===== src/hdl/gga_pkg.sv =====
// ----------------------------------------------------------------------------
// gga_pkg
// shared types, character codes and small constant tables of the gga parser
// ----------------------------------------------------------------------------
package gga_pkg;

	// ascii codes used by the parser
	localparam logic [7:0] CH_0      = 8'h30;
	localparam logic [7:0] CH_9      = 8'h39;
	localparam logic [7:0] CH_DOLLAR = 8'h24;
	localparam logic [7:0] CH_STAR   = 8'h2A;
	localparam logic [7:0] CH_COMMA  = 8'h2C;
	localparam logic [7:0] CH_DOT    = 8'h2E;
	localparam logic [7:0] CH_MINUS  = 8'h2D;
	localparam logic [7:0] CH_PLUS   = 8'h2B;
	localparam logic [7:0] CH_S      = 8'h53;
	localparam logic [7:0] CH_W      = 8'h57;

	// saturation limits
	localparam logic [39:0] COORD_CAP  = 40'd999999999999;
	localparam logic [39:0] LENGTH_CAP = 40'd99999999;
	localparam logic [39:0] UTC_CAP    = 40'd999999;
	localparam logic [39:0] SAT_CAP    = 40'd99;
	localparam logic [31:0] LAT_LIMIT  = 32'd900000000;
	localparam logic [31:0] LON_LIMIT  = 32'd1800000000;

	// one finished sentence, handed from front to back
	typedef struct packed {
		logic        valid;
		logic [19:0] utc;
		logic [39:0] lat_raw;
		logic [2:0]  lat_fd;
		logic [39:0] lon_raw;
		logic [2:0]  lon_fd;
		logic [6:0]  sat;
		logic [26:0] alt_raw;
		logic [1:0]  alt_fd;
		logic [26:0] hgt_raw;
		logic [1:0]  hgt_fd;
		logic [3:0]  sgn;
		logic [7:0]  checksum;
	} rec_t;

	// powers of ten up to 10^7
	function automatic logic [31:0] pow10(input logic [3:0] n);
		logic [31:0] r;
		unique case (n)
			4'd0: r = 32'd1;
			4'd1: r = 32'd10;
			4'd2: r = 32'd100;
			4'd3: r = 32'd1000;
			4'd4: r = 32'd10000;
			4'd5: r = 32'd100000;
			4'd6: r = 32'd1000000;
			4'd7: r = 32'd10000000;
			default: r = 32'd1;
		endcase
		return r;
	endfunction

	// expected header text "$GPGGA"
	function automatic logic [7:0] hdr_char(input logic [2:0] i);
		logic [7:0] c;
		unique case (i)
			3'd0: c = 8'h24;
			3'd1: c = 8'h47;
			3'd2: c = 8'h50;
			3'd3: c = 8'h47;
			3'd4: c = 8'h47;
			3'd5: c = 8'h41;
			default: c = 8'h00;
		endcase
		return c;
	endfunction

endpackage


===== src/hdl/gga_front.sv =====
// ----------------------------------------------------------------------------
// gga_front
// per-byte field splitter, checksum and digit accumulators of one sentence
// ----------------------------------------------------------------------------
module gga_front #(
	parameter int MIN_COORD_CHARS        = 6,
	parameter int MINUTE_FRACTION_DIGITS = 5,
	parameter int LENGTH_FRACTION_DIGITS = 2
) (
	input  logic          clk,
	input  logic          arst_n,
	input  logic          in_valid,
	input  logic [7:0]    in_byte,
	input  logic          in_last,
	output logic          in_ready,
	output logic          push,
	output gga_pkg::rec_t push_rec,
	input  logic          full
);

	localparam logic [1:0] PH_INT  = 2'd0;
	localparam logic [1:0] PH_FRAC = 2'd1;
	localparam logic [1:0] PH_STOP = 2'd2;

	localparam logic [2:0] FMAX_C = 3'(MINUTE_FRACTION_DIGITS);
	localparam logic [2:0] FMAX_L = 3'(LENGTH_FRACTION_DIGITS);

	typedef struct packed {
		logic [3:0]  idx;
		logic [4:0]  len;
		logic        hdr;
		logic        star;
		logic [7:0]  x;
		logic [19:0] utc;
		logic [39:0] lat;
		logic [39:0] lon;
		logic [2:0]  fdc;
		logic [1:0]  ph;
		logic        qnz;
		logic [6:0]  sat;
		logic [26:0] alt;
		logic [26:0] hgt;
		logic [3:0]  sgn;
		logic [1:0]  cok;
		logic [2:0]  latfd;
		logic [2:0]  lonfd;
		logic [1:0]  altfd;
		logic [1:0]  hgtfd;
	} fs_t;

	typedef struct packed {
		logic [39:0] acc;
		logic [1:0]  ph;
		logic [2:0]  fdc;
	} num_t;

	localparam fs_t FS_RESET = '{hdr: 1'b1, default: '0};

	fs_t st_q;
	fs_t ns;
	fs_t cs;
	num_t nr;
	logic accept;

	// one byte of a decimal number
	function automatic num_t num_byte(input logic [39:0] acc, input logic [2:0] fmax,
		input logic [39:0] cap, input logic [7:0] b, input logic [1:0] ph,
		input logic [2:0] fdc);
		num_t r;
		logic [43:0] t;
		r.acc = acc;
		r.ph  = ph;
		r.fdc = fdc;
		t = {acc, 3'b000} + {1'b0, acc, 1'b0} + {36'd0, b - gga_pkg::CH_0};
		if (ph != PH_STOP) begin
			if (b >= gga_pkg::CH_0 && b <= gga_pkg::CH_9) begin
				if (ph == PH_INT || fdc < fmax) begin
					r.acc = (t > {4'd0, cap}) ? cap : t[39:0];
					if (ph == PH_FRAC) begin
						r.fdc = fdc + 3'd1;
					end
				end
			end else if (b == gga_pkg::CH_DOT && ph == PH_INT && fmax != 3'd0) begin
				r.ph = PH_FRAC;
			end else begin
				r.ph = PH_STOP;
			end
		end
		return r;
	endfunction

	// effects of closing the current field
	function automatic fs_t close_f(input fs_t s);
		fs_t r;
		r = s;
		unique case (s.idx)
			4'd0: if (s.len != 5'd6) r.hdr = 1'b0;
			4'd2: begin
				if (s.len >= 5'(MIN_COORD_CHARS)) r.cok[0] = 1'b1;
				r.latfd = s.fdc;
			end
			4'd3: if (s.len != 5'd1) r.sgn[0] = 1'b0;
			4'd4: begin
				if (s.len >= 5'(MIN_COORD_CHARS)) r.cok[1] = 1'b1;
				r.lonfd = s.fdc;
			end
			4'd5: if (s.len != 5'd1) r.sgn[1] = 1'b0;
			4'd9: r.altfd = s.fdc[1:0];
			4'd11: r.hgtfd = s.fdc[1:0];
			default: r = s;
		endcase
		return r;
	endfunction

	assign accept   = in_valid && in_ready;
	assign in_ready = !full;

	// next state for the byte on the input
	always_comb begin
		ns = st_q;
		nr = '0;
		if (!ns.star) begin
			if (in_byte == gga_pkg::CH_STAR) ns.star = 1'b1;
			else if (in_byte != gga_pkg::CH_DOLLAR) ns.x = ns.x ^ in_byte;
		end
		if (in_byte == gga_pkg::CH_COMMA) begin
			ns = close_f(ns);
			if (ns.idx != 4'd15) ns.idx = ns.idx + 4'd1;
			ns.len = '0;
			ns.fdc = '0;
			ns.ph  = PH_INT;
		end else begin
			unique case (st_q.idx)
				4'd0: begin
					if (st_q.len >= 5'd6 || in_byte != gga_pkg::hdr_char(st_q.len[2:0]))
						ns.hdr = 1'b0;
				end
				4'd1: begin
					nr = num_byte({20'd0, st_q.utc}, 3'd0, gga_pkg::UTC_CAP, in_byte,
						st_q.ph, st_q.fdc);
					ns.utc = nr.acc[19:0];
					ns.ph  = nr.ph;
					ns.fdc = nr.fdc;
				end
				4'd2: begin
					nr = num_byte(st_q.lat, FMAX_C, gga_pkg::COORD_CAP, in_byte,
						st_q.ph, st_q.fdc);
					ns.lat = nr.acc;
					ns.ph  = nr.ph;
					ns.fdc = nr.fdc;
				end
				4'd3: if (st_q.len == 5'd0 && in_byte == gga_pkg::CH_S) ns.sgn[0] = 1'b1;
				4'd4: begin
					nr = num_byte(st_q.lon, FMAX_C, gga_pkg::COORD_CAP, in_byte,
						st_q.ph, st_q.fdc);
					ns.lon = nr.acc;
					ns.ph  = nr.ph;
					ns.fdc = nr.fdc;
				end
				4'd5: if (st_q.len == 5'd0 && in_byte == gga_pkg::CH_W) ns.sgn[1] = 1'b1;
				4'd6: begin
					if (st_q.ph == PH_INT) begin
						if (in_byte >= gga_pkg::CH_0 && in_byte <= gga_pkg::CH_9) begin
							if (in_byte != gga_pkg::CH_0) ns.qnz = 1'b1;
						end else begin
							ns.ph = PH_STOP;
						end
					end
				end
				4'd7: begin
					nr = num_byte({33'd0, st_q.sat}, 3'd0, gga_pkg::SAT_CAP, in_byte,
						st_q.ph, st_q.fdc);
					ns.sat = nr.acc[6:0];
					ns.ph  = nr.ph;
					ns.fdc = nr.fdc;
				end
				4'd9: begin
					if (st_q.len == 5'd0 &&
						(in_byte == gga_pkg::CH_MINUS || in_byte == gga_pkg::CH_PLUS)) begin
						if (in_byte == gga_pkg::CH_MINUS) ns.sgn[2] = 1'b1;
					end else begin
						nr = num_byte({13'd0, st_q.alt}, FMAX_L, gga_pkg::LENGTH_CAP,
							in_byte, st_q.ph, st_q.fdc);
						ns.alt = nr.acc[26:0];
						ns.ph  = nr.ph;
						ns.fdc = nr.fdc;
					end
				end
				4'd11: begin
					if (st_q.len == 5'd0 &&
						(in_byte == gga_pkg::CH_MINUS || in_byte == gga_pkg::CH_PLUS)) begin
						if (in_byte == gga_pkg::CH_MINUS) ns.sgn[3] = 1'b1;
					end else begin
						nr = num_byte({13'd0, st_q.hgt}, FMAX_L, gga_pkg::LENGTH_CAP,
							in_byte, st_q.ph, st_q.fdc);
						ns.hgt = nr.acc[26:0];
						ns.ph  = nr.ph;
						ns.fdc = nr.fdc;
					end
				end
				default: ns.idx = st_q.idx;
			endcase
			if (ns.len != 5'd31) ns.len = ns.len + 5'd1;
		end
		cs = close_f(ns);
	end

	// sentence record on the last byte
	always_comb begin
		push_rec.valid    = cs.hdr && cs.idx >= 4'd11 && cs.qnz && cs.sat != 7'd0 &&
			cs.cok == 2'b11;
		push_rec.utc      = cs.utc;
		push_rec.lat_raw  = cs.lat;
		push_rec.lat_fd   = cs.latfd;
		push_rec.lon_raw  = cs.lon;
		push_rec.lon_fd   = cs.lonfd;
		push_rec.sat      = cs.sat;
		push_rec.alt_raw  = cs.alt;
		push_rec.alt_fd   = cs.altfd;
		push_rec.hgt_raw  = cs.hgt;
		push_rec.hgt_fd   = cs.hgtfd;
		push_rec.sgn      = cs.sgn;
		push_rec.checksum = cs.x;
	end

	assign push = accept && in_last;

	// parser state, cleared after every sentence
	always_ff @(posedge clk or negedge arst_n) begin
		if (!arst_n) begin
			st_q <= FS_RESET;
		end else if (accept) begin
			if (in_last) st_q <= FS_RESET;
			else st_q <= ns;
		end
	end

endmodule


===== src/hdl/gga_queue.sv =====
// ----------------------------------------------------------------------------
// gga_queue
// two-entry queue of finished sentence records between front and back
// ----------------------------------------------------------------------------
module gga_queue (
	input  logic          clk,
	input  logic          arst_n,
	input  logic          push,
	input  gga_pkg::rec_t din,
	output logic          full,
	input  logic          pop,
	output gga_pkg::rec_t dout,
	output logic          empty
);

	gga_pkg::rec_t mem_q [2];
	logic       wp_q;
	logic       rp_q;
	logic [1:0] cnt_q;

	assign full  = cnt_q == 2'd2;
	assign empty = cnt_q == 2'd0;
	assign dout  = mem_q[rp_q];

	// storage
	always_ff @(posedge clk) begin
		if (push) mem_q[wp_q] <= din;
	end

	// pointers and fill count
	always_ff @(posedge clk or negedge arst_n) begin
		if (!arst_n) begin
			wp_q  <= 1'b0;
			rp_q  <= 1'b0;
			cnt_q <= 2'd0;
		end else begin
			if (push) wp_q <= !wp_q;
			if (pop) rp_q <= !rp_q;
			if (push && !pop) cnt_q <= cnt_q + 2'd1;
			else if (pop && !push) cnt_q <= cnt_q - 2'd1;
		end
	end

endmodule


===== src/hdl/gga_back.sv =====
// ----------------------------------------------------------------------------
// gga_back
// coordinate conversion sequencer, length scaling and output register
// ----------------------------------------------------------------------------
module gga_back #(
	parameter int MINUTE_FRACTION_DIGITS = 5,
	parameter int LENGTH_FRACTION_DIGITS = 2
) (
	input  logic          clk,
	input  logic          arst_n,
	input  logic          empty,
	input  gga_pkg::rec_t head,
	output logic          pop,
	output logic          m_valid,
	input  logic          m_ready,
	output logic [159:0]  m_data,
	output logic          m_flag
);

	localparam logic [2:0] ST_IDLE  = 3'd0;
	localparam logic [2:0] ST_SCALE = 3'd1;
	localparam logic [2:0] ST_CHECK = 3'd2;
	localparam logic [2:0] ST_DIV   = 3'd3;
	localparam logic [2:0] ST_MULT  = 3'd4;
	localparam logic [2:0] ST_DIV60 = 3'd5;
	localparam logic [2:0] ST_SUM   = 3'd6;
	localparam logic [2:0] ST_FIN   = 3'd7;

	localparam logic [2:0]  M_DIG   = 3'(MINUTE_FRACTION_DIGITS);
	localparam logic [1:0]  L_DIG   = 2'(LENGTH_FRACTION_DIGITS);
	localparam logic [63:0] UNIT    = 64'd100 * 64'(gga_pkg::pow10(4'(MINUTE_FRACTION_DIGITS)));
	localparam logic [59:0] DEG_CAP = 60'(64'd1000 * UNIT);
	localparam logic [39:0] UNIT40  = 40'(UNIT);
	localparam logic [39:0] UNIT40_X10  = 40'(64'd10 * UNIT);
	localparam logic [39:0] UNIT40_X100 = 40'(64'd100 * UNIT);
	localparam logic [19:0] MSCALE  = 20'(gga_pkg::pow10(4'(7 - MINUTE_FRACTION_DIGITS)));
	// ceil(2^32 / 15), exact quotient for dividends below 2^28
	localparam logic [28:0] RECIP15 = 29'd286331154;

	logic [2:0]    state_q;
	gga_pkg::rec_t rec_q;
	logic          sel_q;
	logic [59:0]   acc_q;
	logic [2:0]    cnt_q;
	logic [39:0]   rem_q;
	logic [9:0]    quo_q;
	logic [1:0]    dig_q;
	logic [29:0]   rem60_q;
	logic [23:0]   q60_q;
	logic [31:0]   lat_mag_q;
	logic [31:0]   lon_mag_q;
	logic          m_valid_q;
	logic [159:0]  m_data_q;
	logic          m_flag_q;

	logic [39:0] dw;
	logic [39:0] dsub;
	logic [3:0]  dnum;
	logic [56:0] prod60;
	logic [46:0] mprod;
	logic [33:0] vsum;
	logic [31:0] vsat;
	logic [31:0] limit;
	logic        out_free;
	logic [36:0] alt_p;
	logic [36:0] hgt_p;
	logic [26:0] alt_m;
	logic [26:0] hgt_m;
	logic [30:0] lat_o;
	logic [31:0] lon_o;
	logic [27:0] alt_o;
	logic [27:0] hgt_o;

	assign out_free = !m_valid_q || m_ready;
	assign pop      = state_q == ST_IDLE && !empty;
	assign m_valid  = m_valid_q;
	assign m_data   = m_data_q;
	assign m_flag   = m_flag_q;

	// datapath of one conversion step
	always_comb begin
		// weight of the decimal degree digit being found
		unique case (dig_q)
			2'd2: dw = UNIT40_X100;
			2'd1: dw = UNIT40_X10;
			default: dw = UNIT40;
		endcase
		// largest multiple of the weight that fits
		dnum = 4'd0;
		dsub = '0;
		for (int k = 1; k <= 9; k++) begin
			if (rem_q >= 40'(k) * dw) begin
				dnum = 4'(k);
				dsub = 40'(k) * dw;
			end
		end
		// divide by 60 as a quarter divided by 15
		prod60  = 57'(rem60_q[29:2]) * 57'(RECIP15);
		mprod   = 47'(rem_q[26:0]) * 47'(MSCALE);
		vsum    = 34'(quo_q) * 34'd10000000 + 34'(q60_q);
		limit   = sel_q ? gga_pkg::LON_LIMIT : gga_pkg::LAT_LIMIT;
		vsat    = (vsum > 34'(limit)) ? limit : vsum[31:0];
	end

	// final scaling, signs and field packing
	always_comb begin
		alt_p = 37'(rec_q.alt_raw) * 37'(gga_pkg::pow10(4'(L_DIG - rec_q.alt_fd)));
		hgt_p = 37'(rec_q.hgt_raw) * 37'(gga_pkg::pow10(4'(L_DIG - rec_q.hgt_fd)));
		alt_m = (alt_p > 37'(gga_pkg::LENGTH_CAP)) ? 27'(gga_pkg::LENGTH_CAP) : alt_p[26:0];
		hgt_m = (hgt_p > 37'(gga_pkg::LENGTH_CAP)) ? 27'(gga_pkg::LENGTH_CAP) : hgt_p[26:0];
		lat_o = rec_q.sgn[0] ? 31'(~lat_mag_q + 32'd1) : lat_mag_q[30:0];
		lon_o = rec_q.sgn[1] ? (~lon_mag_q + 32'd1) : lon_mag_q;
		alt_o = rec_q.sgn[2] ? (~{1'b0, alt_m} + 28'd1) : {1'b0, alt_m};
		hgt_o = rec_q.sgn[3] ? (~{1'b0, hgt_m} + 28'd1) : {1'b0, hgt_m};
	end

	// sequencer
	always_ff @(posedge clk or negedge arst_n) begin
		if (!arst_n) begin
			state_q   <= ST_IDLE;
			m_valid_q <= 1'b0;
		end else begin
			if (m_valid_q && m_ready && state_q != ST_FIN) m_valid_q <= 1'b0;
			unique case (state_q)
				ST_IDLE: begin
					if (!empty) begin
						rec_q <= head;
						sel_q <= 1'b0;
						acc_q <= 60'(head.lat_raw);
						cnt_q <= M_DIG - head.lat_fd;
						state_q <= head.valid ? ST_SCALE : ST_FIN;
					end
				end
				ST_SCALE: begin
					if (cnt_q != 3'd0) begin
						acc_q <= {acc_q[56:0], 3'b000} + {acc_q[58:0], 1'b0};
						cnt_q <= cnt_q - 3'd1;
					end else begin
						state_q <= ST_CHECK;
					end
				end
				ST_CHECK: begin
					if (acc_q >= DEG_CAP) begin
						if (sel_q) begin
							lon_mag_q <= gga_pkg::LON_LIMIT;
							state_q   <= ST_FIN;
						end else begin
							lat_mag_q <= gga_pkg::LAT_LIMIT;
							sel_q     <= 1'b1;
							acc_q     <= 60'(rec_q.lon_raw);
							cnt_q     <= M_DIG - rec_q.lon_fd;
							state_q   <= ST_SCALE;
						end
					end else begin
						rem_q   <= acc_q[39:0];
						quo_q   <= '0;
						dig_q   <= 2'd2;
						state_q <= ST_DIV;
					end
				end
				ST_DIV: begin
					rem_q <= rem_q - dsub;
					quo_q <= 10'(({quo_q, 3'b000} + {1'b0, quo_q, 1'b0}) + 13'(dnum));
					if (dig_q == 2'd0) state_q <= ST_MULT;
					else dig_q <= dig_q - 2'd1;
				end
				ST_MULT: begin
					rem60_q <= mprod[29:0];
					state_q <= ST_DIV60;
				end
				ST_DIV60: begin
					q60_q   <= prod60[55:32];
					state_q <= ST_SUM;
				end
				ST_SUM: begin
					if (sel_q) begin
						lon_mag_q <= vsat;
						state_q   <= ST_FIN;
					end else begin
						lat_mag_q <= vsat;
						sel_q     <= 1'b1;
						acc_q     <= 60'(rec_q.lon_raw);
						cnt_q     <= M_DIG - rec_q.lon_fd;
						state_q   <= ST_SCALE;
					end
				end
				ST_FIN: begin
					if (out_free) begin
						m_valid_q <= 1'b1;
						m_flag_q  <= rec_q.valid;
						if (rec_q.valid) begin
							m_data_q <= {6'd0, rec_q.checksum, hgt_o, alt_o, rec_q.sat,
								lon_o, lat_o, rec_q.utc};
						end else begin
							m_data_q <= {6'd0, rec_q.checksum, 146'd0};
						end
						state_q <= ST_IDLE;
					end
				end
				default: state_q <= ST_IDLE;
			endcase
		end
	end

endmodule


===== src/hdl/gga_sentence_parser_core.sv =====
// ----------------------------------------------------------------------------
// gga_sentence_parser_core
// gga sentence parser: byte stream in, one position-fix word per sentence out
// ----------------------------------------------------------------------------
// Sentence bytes are taken at one byte per cycle while s_tready is high; s_tlast
// marks the last byte of a sentence and the result word for it appears on the
// master side later. Byte parsing, the checksum and digit accumulation happen in
// the cycle a byte is accepted. Finished sentences wait in a two-entry queue for
// the back end, which converts latitude and longitude one after the other: the
// degrees come from a decimal compare and subtract for the hundreds, tens and
// units digits, the minutes from a reciprocal multiply by 1/60. A valid sentence
// first scales each coordinate by ten for every missing minute fraction digit;
// a coordinate of 1000 degrees or more skips the division and is limited.
// An invalid sentence goes straight to the output register. s_tready drops only
// while two finished sentences are queued, so normal sentences of a few dozen
// bytes flow without stalls as long as m_tready is not held low. The result
// register lets the next sentence convert while a word waits on m_tready.
module gga_sentence_parser_core #(
	parameter int MIN_COORD_CHARS        = 6,
	parameter int MINUTE_FRACTION_DIGITS = 5,
	parameter int LENGTH_FRACTION_DIGITS = 2
) (
	input  logic         clk,
	input  logic         arst_n,
	input  logic         s_tvalid,
	output logic         s_tready,
	input  logic [7:0]   s_tdata,   // data_byte[7:0]
	input  logic         s_tlast,   // end_of_sentence
	output logic         m_tvalid,
	input  logic         m_tready,
	// utc_time[19:0], latitude[50:20], longitude[82:51], satellites[89:83],
	// altitude[117:90], geoid_height[145:118], checksum[153:146], zero pad
	output logic [159:0] m_tdata,
	output logic         m_tuser    // sentence_valid
);

	logic          push;
	logic          pop;
	logic          full;
	logic          empty;
	gga_pkg::rec_t push_rec;
	gga_pkg::rec_t head;

	// byte parser
	gga_front #(
		.MIN_COORD_CHARS       (MIN_COORD_CHARS),
		.MINUTE_FRACTION_DIGITS(MINUTE_FRACTION_DIGITS),
		.LENGTH_FRACTION_DIGITS(LENGTH_FRACTION_DIGITS)
	) u_front (
		.clk     (clk),
		.arst_n  (arst_n),
		.in_valid(s_tvalid),
		.in_byte (s_tdata),
		.in_last (s_tlast),
		.in_ready(s_tready),
		.push    (push),
		.push_rec(push_rec),
		.full    (full)
	);

	// record queue
	gga_queue u_queue (
		.clk   (clk),
		.arst_n(arst_n),
		.push  (push),
		.din   (push_rec),
		.full  (full),
		.pop   (pop),
		.dout  (head),
		.empty (empty)
	);

	// conversion and output
	gga_back #(
		.MINUTE_FRACTION_DIGITS(MINUTE_FRACTION_DIGITS),
		.LENGTH_FRACTION_DIGITS(LENGTH_FRACTION_DIGITS)
	) u_back (
		.clk    (clk),
		.arst_n (arst_n),
		.empty  (empty),
		.head   (head),
		.pop    (pop),
		.m_valid(m_tvalid),
		.m_ready(m_tready),
		.m_data (m_tdata),
		.m_flag (m_tuser)
	);

endmodule


===== config.mk =====
export PLATFORM = sky130hd
export DESIGN_NAME = gga_sentence_parser_core
export DESIGN_NICKNAME = d
export VERILOG_FILES = /design/src/hdl/gga_pkg.sv /design/src/hdl/gga_front.sv /design/src/hdl/gga_queue.sv /design/src/hdl/gga_back.sv /design/src/hdl/gga_sentence_parser_core.sv
export SDC_FILE = /design/constraint.sdc
export NUM_CORES = 2
export LEC_CHECK = 0
export BUFFER_PORTS_ARGS = -buffer_cell sky130_fd_sc_hd__buf_2
export CAP_MARGIN = 20
export CORE_MARGIN = 4
export CORE_UTILIZATION = 65
export CTS_CLUSTER_DIAMETER = 200
export CTS_CLUSTER_SIZE = 30
export DETAILED_ROUTE_END_ITERATION = 6
export PLACE_DENSITY = 0.82
export SKIP_LAST_GASP = 1
export SYNTH_ARGS = -nofsm -noshare
export SYNTH_HDL_FRONTEND = slang
export SYNTH_HIERARCHICAL = 1
export SYNTH_SLANG_ARGS = --single-unit

===== constraint.sdc =====
create_clock -name clk -period 18.1 [get_ports clk]
set_input_delay 3.62 -clock clk [delete_from_list [all_inputs] [get_ports clk]]
set_output_delay 3.62 -clock clk [all_outputs]
set_load 0.03 [all_outputs]

## Word level (Yosys, flattened, before mapping)

Memories as Yosys holds them, arrays and structs flattened.
Cells that the tools add are included.

| word-level totals | value |
|---|---|
| memories kept | 3 |
| memory bits (writable) | 368 |
| bits in read-only memories | 336 |
| flip-flop bits (word level) | 743 |

Memories:

| name | words | bits a word | rd ports | clocked after memory_dff | write ports | RTL line | RTL |
|---|---|---|---|---|---|---|---|
| u_queue.mem_q | 2 | 184 | 1 | 0 | 1 | gga_queue.sv:16 | `gga_pkg::rec_t mem_q [2];` |
| (name not given) | 8 | 21 | 1 | 0 | 0 | gga_pkg.sv:47 | `unique case (n)` |
| (name not given) | 8 | 21 | 1 | 0 | 0 | gga_pkg.sv:47 |  |

| cells by class | value |
|---|---|
| magnitude comparators | 27 |
| multiplexer cells | 173 |
| reductions and logical operators | 60 |
| add/sub/neg operators | 33 |
| bitwise gates (word level) | 6 |
| equal/unequal tests | 71 |
| multipliers | 10 |

Operators by type and width:

| kind | count |
|---|---|
| 40-bit two-way mux | 16 |
| 27-bit two-way mux | 13 |
| 32-bit two-way mux | 9 |
| 60-bit two-way mux | 4 |
| 60-bit one-hot mux with 4 select lines | 1 |
| 202-bit two-way mux | 1 |
| 40-bit >= comparator | 5 |
| 31-bit two-way mux | 6 |
| 171-bit two-way mux | 1 |
| 45-bit two-way mux | 2 |
| 43-bit by 41-bit adder with 44-bit output | 2 |
| 44-bit by 8-bit adder with 44-bit output | 2 |
| 44-bit by 27-bit > comparator with 1-bit output (second input constant) | 2 |
| 44-bit by 40-bit > comparator with 1-bit output (second input constant) | 2 |
| 20-bit two-way mux | 4 |
| 40-bit one-hot mux with 2 select lines | 1 |
| 3-bit two-way mux | 25 |
| 37-bit by 27-bit > comparator with 1-bit output (second input constant) | 2 |
| 27-bit by 32-bit multiplier with 37-bit output | 2 |
| 3-bit by 30-bit multiplier with 33-bit output (first input constant) | 2 |
| 31-bit by 8-bit adder with 32-bit output | 2 |
| 2-bit by 30-bit multiplier with 32-bit output (first input constant) | 2 |
| 32-bit one-hot mux with 2 select lines | 1 |
| 30-bit by 28-bit adder with 31-bit output | 2 |
| 107 further kinds | 271 |

## Longest topological paths before layout

| logic depth | value |
|---|---|
| word-level depth | 17 |
| gate-level depth with buffers | 45 |
| depth with buffers taken out | 42 |

## Hierarchy

The synthesis kept the hierarchy.

Modules (own cells, without submodules):

| module | instances | sequential area each (um^2) | cells each | area an instance (um^2) |
|---|---|---|---|---|
| gga_back | 1 | 15925.3 | 6592 | 64036.4 |
| gga_front | 1 | 5056.1 | 2869 | 23059.6 |
| gga_queue | 1 | 11150.7 | 589 | 14089.8 |

## Worst setup path after synthesis

OpenSTA, ideal clock, no wires.

| timing path | value |
|---|---|
| path kind | input -> register |
| start point | input port arst_n |
| end point | register u_back.m_data_q[0] (netlist: u_back/m_data[0]), enable pin |
| data required time | 17241 ps |
| stages on the path | 2 |
| buffers on the path | 0 |
| data arrival time | 14261 ps |
| slack | 2979 ps |
| cell sequence | nand2_1 > nor3_1 |

| between the ends | value |
|---|---|
| word-level cells in the longest chain between the ends | 1 |

Ends and longest elaborated chain:

| what | RTL line | RTL |
|---|---|---|
| from (decl) | gga_sentence_parser_core.sv:24 | `input logic arst_n,` |
| 3-bit AND reduction (no source line) | -- |  |
| to (signal assigned) | gga_back.sv:192 | `m_data_q <= {6'd0, rec_q.checksum, hgt_o, alt_o, rec_q.sat,` |
| to (signal assigned) | gga_back.sv:195 | `m_data_q <= {6'd0, rec_q.checksum, 146'd0};` |
| to (decl) | gga_back.sv:53 | `logic [159:0] m_data_q;` |

No other way between the ends.
A chain may end at the register's enable or synchronous reset.

## Final worst setup path

| timing path | value |
|---|---|
| start point | register u_back/rec_q[13] (netlist bit) |
| end point | register u_back.m_data_q[144] (netlist: u_back/m_data[144]) (data pin) |

| between the ends | value |
|---|---|
| word-level cells in the longest chain between the ends | 9 |

Ends and longest elaborated chain:

| what | RTL line | RTL |
|---|---|---|
| from (decl) | gga_back.sv:41 | `gga_pkg::rec_t rec_q;` |
| from (signal assigned) | gga_back.sv:127 | `rec_q <= head;` |
| 2-bit by 2-bit subtractor with 3-bit output * | gga_back.sv:108 | `hgt_p = 37'(rec_q.hgt_raw) * 37'(gga_pkg::pow10(4'(L_DIG - rec_q.hgt_fd)));` |
| memory read 8 x 21 bit | -- |  |
| 32-bit two-way mux * | gga_pkg.sv:47 |  |
| 27-bit by 32-bit multiplier with 37-bit output * | gga_back.sv:108 |  |
| 37-bit by 27-bit > comparator with 1-bit output | gga_back.sv:110 | `hgt_m = (hgt_p > 37'(gga_pkg::LENGTH_CAP)) ? 27'(gga_pkg::LENGTH_CAP) : hgt_p[26:0];` |
| 27-bit two-way mux * | gga_back.sv:110 |  |
| 27-bit NOT with 28-bit output | gga_back.sv:114 | `hgt_o = rec_q.sgn[3] ? (~{1'b0, hgt_m} + 28'd1) : {1'b0, hgt_m};` |
| 28-bit by 1-bit adder with 28-bit output | gga_back.sv:114 |  |
| 27-bit two-way mux * | gga_back.sv:114 |  |

Every way passes the cells marked *; elsewhere a longest branch is shown, timed or not.

==> out/metrics.cfg <==
[logic_synthesis]
yosysWarnings = 6
ys_ff_latch = 1105
synth_ff_type = edfxtp_1
synth_top_area_cell = edfxtp_1
syn_area_per_cell_sq_um = 10.1
synth_top_area_frac = 0.266
async_flop_share = 0.190
synth.cell_area_sq_mm = 0.101
ys_types = 104
synth.yosys.seq_area_share = 0.318
netlist_instances = 10100
synth_area_leaders = edfxtp_1 (27%), ha_1 (17%), fa_1 (11%)
synth-edff-count = 895

[clocking]
cts_tree = built
clkSinkCount = 1105
cts.clk_slew.worst_paths_ps = 130
htree_levels = 2
clockBufferDepth = 3
root_buffer = clkbuf_16
cts_hold_buf = 0
ctsResizeCount = 0
tritoncts.num_buffers = 42
cts_setup_buffers = 0
clock_latency_ps = 700

[sta]
rsz0062_at_grt = no
fin_skew_ps = 37.9
period_needed_ps = 11850
finalHoldViolations = 0
worst_pin_slew_ps = 1200
tns_ps = 0
fmax_mhz = 84.4
slew_violations = 0
maxSlewHeadroom = 0.199
post-route-period-util = 0.654
setup_violations = 0

[critical_path]
crit_type = reg2reg
critical-path-max-stage-delay_ps = 550
cp-end-kind = register
path_buf_inv = 7
path_max_fanout = 31
crit_path_start_kind = register
cp_top_family = simple AND/OR/NAND/NOR gates
cp_num_cells = 40
critPathRequiredTime_ps = 18530
rr_worst_depth = 40
arrival_ps = 12270
slowest_stage = nand2_1

[global_route]
overflow = 0
grt_pass1_wl_mm = 398
first_global_vias = 76400
grt_use_total = 0.297
grt_max_degree = 156
antenna_found_initial = 1

[detailed_routing]
drt-initial-drc-count = 6643
ant_nets = 0
viasPerCell = 6.20
dr.pass1.iters = 7
avgRoutedWirePerCell_um = 19.9
routed_wl_mm = 245
route.detailed.drc = 2
num_vias = 76300

[final_layout]
num-nets-final = 12200
final_core_util = 0.686
final_cell_mix = ha_1 (1388), inv_1 (1229), edfxtp_1 (895), nand2_1 (722), a21oi_1 (570)
multi_input_area_sq_mm = 0.0637
area_growth_pct = 4.64
regArea_sq_mm = 0.0321
drive_gt1_frac = 0.0598
layout_commonest_cell = ha_1
layout.cells.non_filler = 12300
fill_cells = 11500

[die]
die-area_sq_mm = 0.162
design.portCount = 176
die_h_um = 403
coreArea_sq_mm = 0.154
initial_utilization = 0.655
fp-row-count = 144
die_x_um = 403

[pwr]
p_sw_w = 0.00978
p_sw_frac = 0.503
p_leak_nw = 49.2
p_comb_frac = 0.744
p_int_w = 0.00967
pwr-share-clk = 0.064
seqPwrFrac = 0.192
p_per_area_mw_per_mm2 = 184
ir_drop_mv = 0.287

[placed_design]
placed_cells = 12200
hpwlAfterDp_mm = 191
place_congestion = 0.960
portBuffers = 169

[hold_path]
hold_depth = 0
hold_path_class = reg2reg

[run_status]
violations = DRC
outcome = finished with violations

[flow_run]
drv_cap = 0

## stage by stage
stage | hold slack (ps) | worst slack (ps) | cell area [sq um] | total power [W]
2_1_floorplan | 400 | 2980 | 102000 | 0.0147
3_3_place_gp | 405 | 6730 | 105000 | 0.0175
3_5_place_dp | 406 | 6440 | 105000 | 0.0180
4_1_cts | 432 | 6390 | 106000 | 0.0193
5_1_grt | 446 | 5520 | 106000 | 0.0214
6_report | 434 | 6250 | 106000 | 0.0194
## area by class of cell
type | count | area share
antenna | 3 | 0.0000709
clock buffer | 74 | 0.0111
clock inverter | 4 | 0.000603
inverter | 1233 | 0.0437
multi-input combinational | 7572 | 0.602
sequential | 1105 | 0.304
tap | 2044 | 0.0242
timing repair buffer | 255 | 0.0148
## flip-flops by register name, indices dropped and copies added, names as in the netlist, 10 cells and up
signal            count
u_back/q60_q         24
u_back/rem_q         40
u_queue/mem_q       368
u_back/quo_q         10
u_back/m_data       154
u_back/acc_q         60
u_back/rem60_q       28
u_back/rec_q        141
u_back/lat_mag_q     31
u_back/lon_mag_q     32
u_front/st_q        202
## metal layers
layer / GRT usage / vias up / wire length, um
li1: - / 35900 / -
met1: 0.398 / 37000 / 104000
met2: 0.509 / 2801 / 117000
met3: 0.0313 / 495 / 14900
met4: 0.100 / 0 / 8820
met5: 0 / - / 0
## Yosys cell counts (all sizes together), types with 29 or more instances
cell type and instances:
ha 1390, inv 1231, edfxtp 895, nand2 724, a21oi 573, nor2 570
fa 556, o21ai 550, clkbuf 263, xnor2 230, a21o 211, dfrtp 209
and2 198, mux2 191, xor2 188, nor3 160, nand3 156, a31oi 136
mux2i 106, a211oi 90, and3 80, nor2b 77, buf 76, nand2b 76
nand4 76, o21bai 71, o31ai 69, o21a 68, o211ai 60, a32o 58
a22o 47, or3 46, nor4 45, or2 39, a211o 34, a41oi 29
## path summary, 6_finish.rpt
path | startpoint | endpoint | slack, ps
max | u_back/rec_q[13]$_DFFE_PP_ | u_back/m_data[144]$_SDFFCE_PN0P_ | 6250
min | u_back/rec_q[1]$_DFFE_PP_ | u_back/m_data[147]$_DFFE_PP_ | 430
max reg2reg | u_back/rec_q[13]$_DFFE_PP_ | u_back/m_data[144]$_SDFFCE_PN0P_ | 6250
min reg2reg | u_back/rec_q[1]$_DFFE_PP_ | u_back/m_data[147]$_DFFE_PP_ | 430
max in group asynchronous | arst_n | u_front/st_q[152]$_DFFE_PN0P_ | 14040
min in group asynchronous | arst_n | u_front/st_q[68]$_DFFE_PN0P_ | 2820
## worst reg2reg max path: cells and delay by family (launching register included)
kind / cells / cell delay (ps)
XOR/XNOR: 1 / 520
AND/OR/NAND/NOR: 14 / 4020
buffers and inverters: 7 / 870
multiplexers: 1 / 210
flip-flops: 1 / 390
AO/OA/AOI/OAI: 8 / 1830
adder cells (fa/ha/maj): 9 / 3730
## cell families (layout without fill, tap and decap cells)
| logic type | count (synthesis) | count (layout) | synth area share |
|---|---|---|---|
| DFF | 1105 | 1105 | 0.318 |
| AOI/OAI and AO/OA | 2323 | 2323 | 0.151 |
| other | 2 | 204 | 0.0000742 |
| buffers and inverters | 1572 | 1566 | 0.0611 |
| adders and majority gates | 1946 | 1946 | 0.282 |
| xor gates and xnor gates | 418 | 418 | 0.0362 |
| and+or+nand+nor | 2387 | 2387 | 0.115 |
| muxes | 297 | 297 | 0.0373 |
## power by group through the flow
stage	Clock, W	Combinational, W	Sequential (W)
2_1_floorplan	0	0.0109	0.00377
3_3_place_gp	0	0.0137	0.00376
3_5_place_dp	0	0.0142	0.00378
4_1_cts	0.00127	0.0143	0.00372
5_1_grt	0.00136	0.0163	0.00376
6_report	0.00124	0.0145	0.00373
Power figures use the tool's default switching activity.
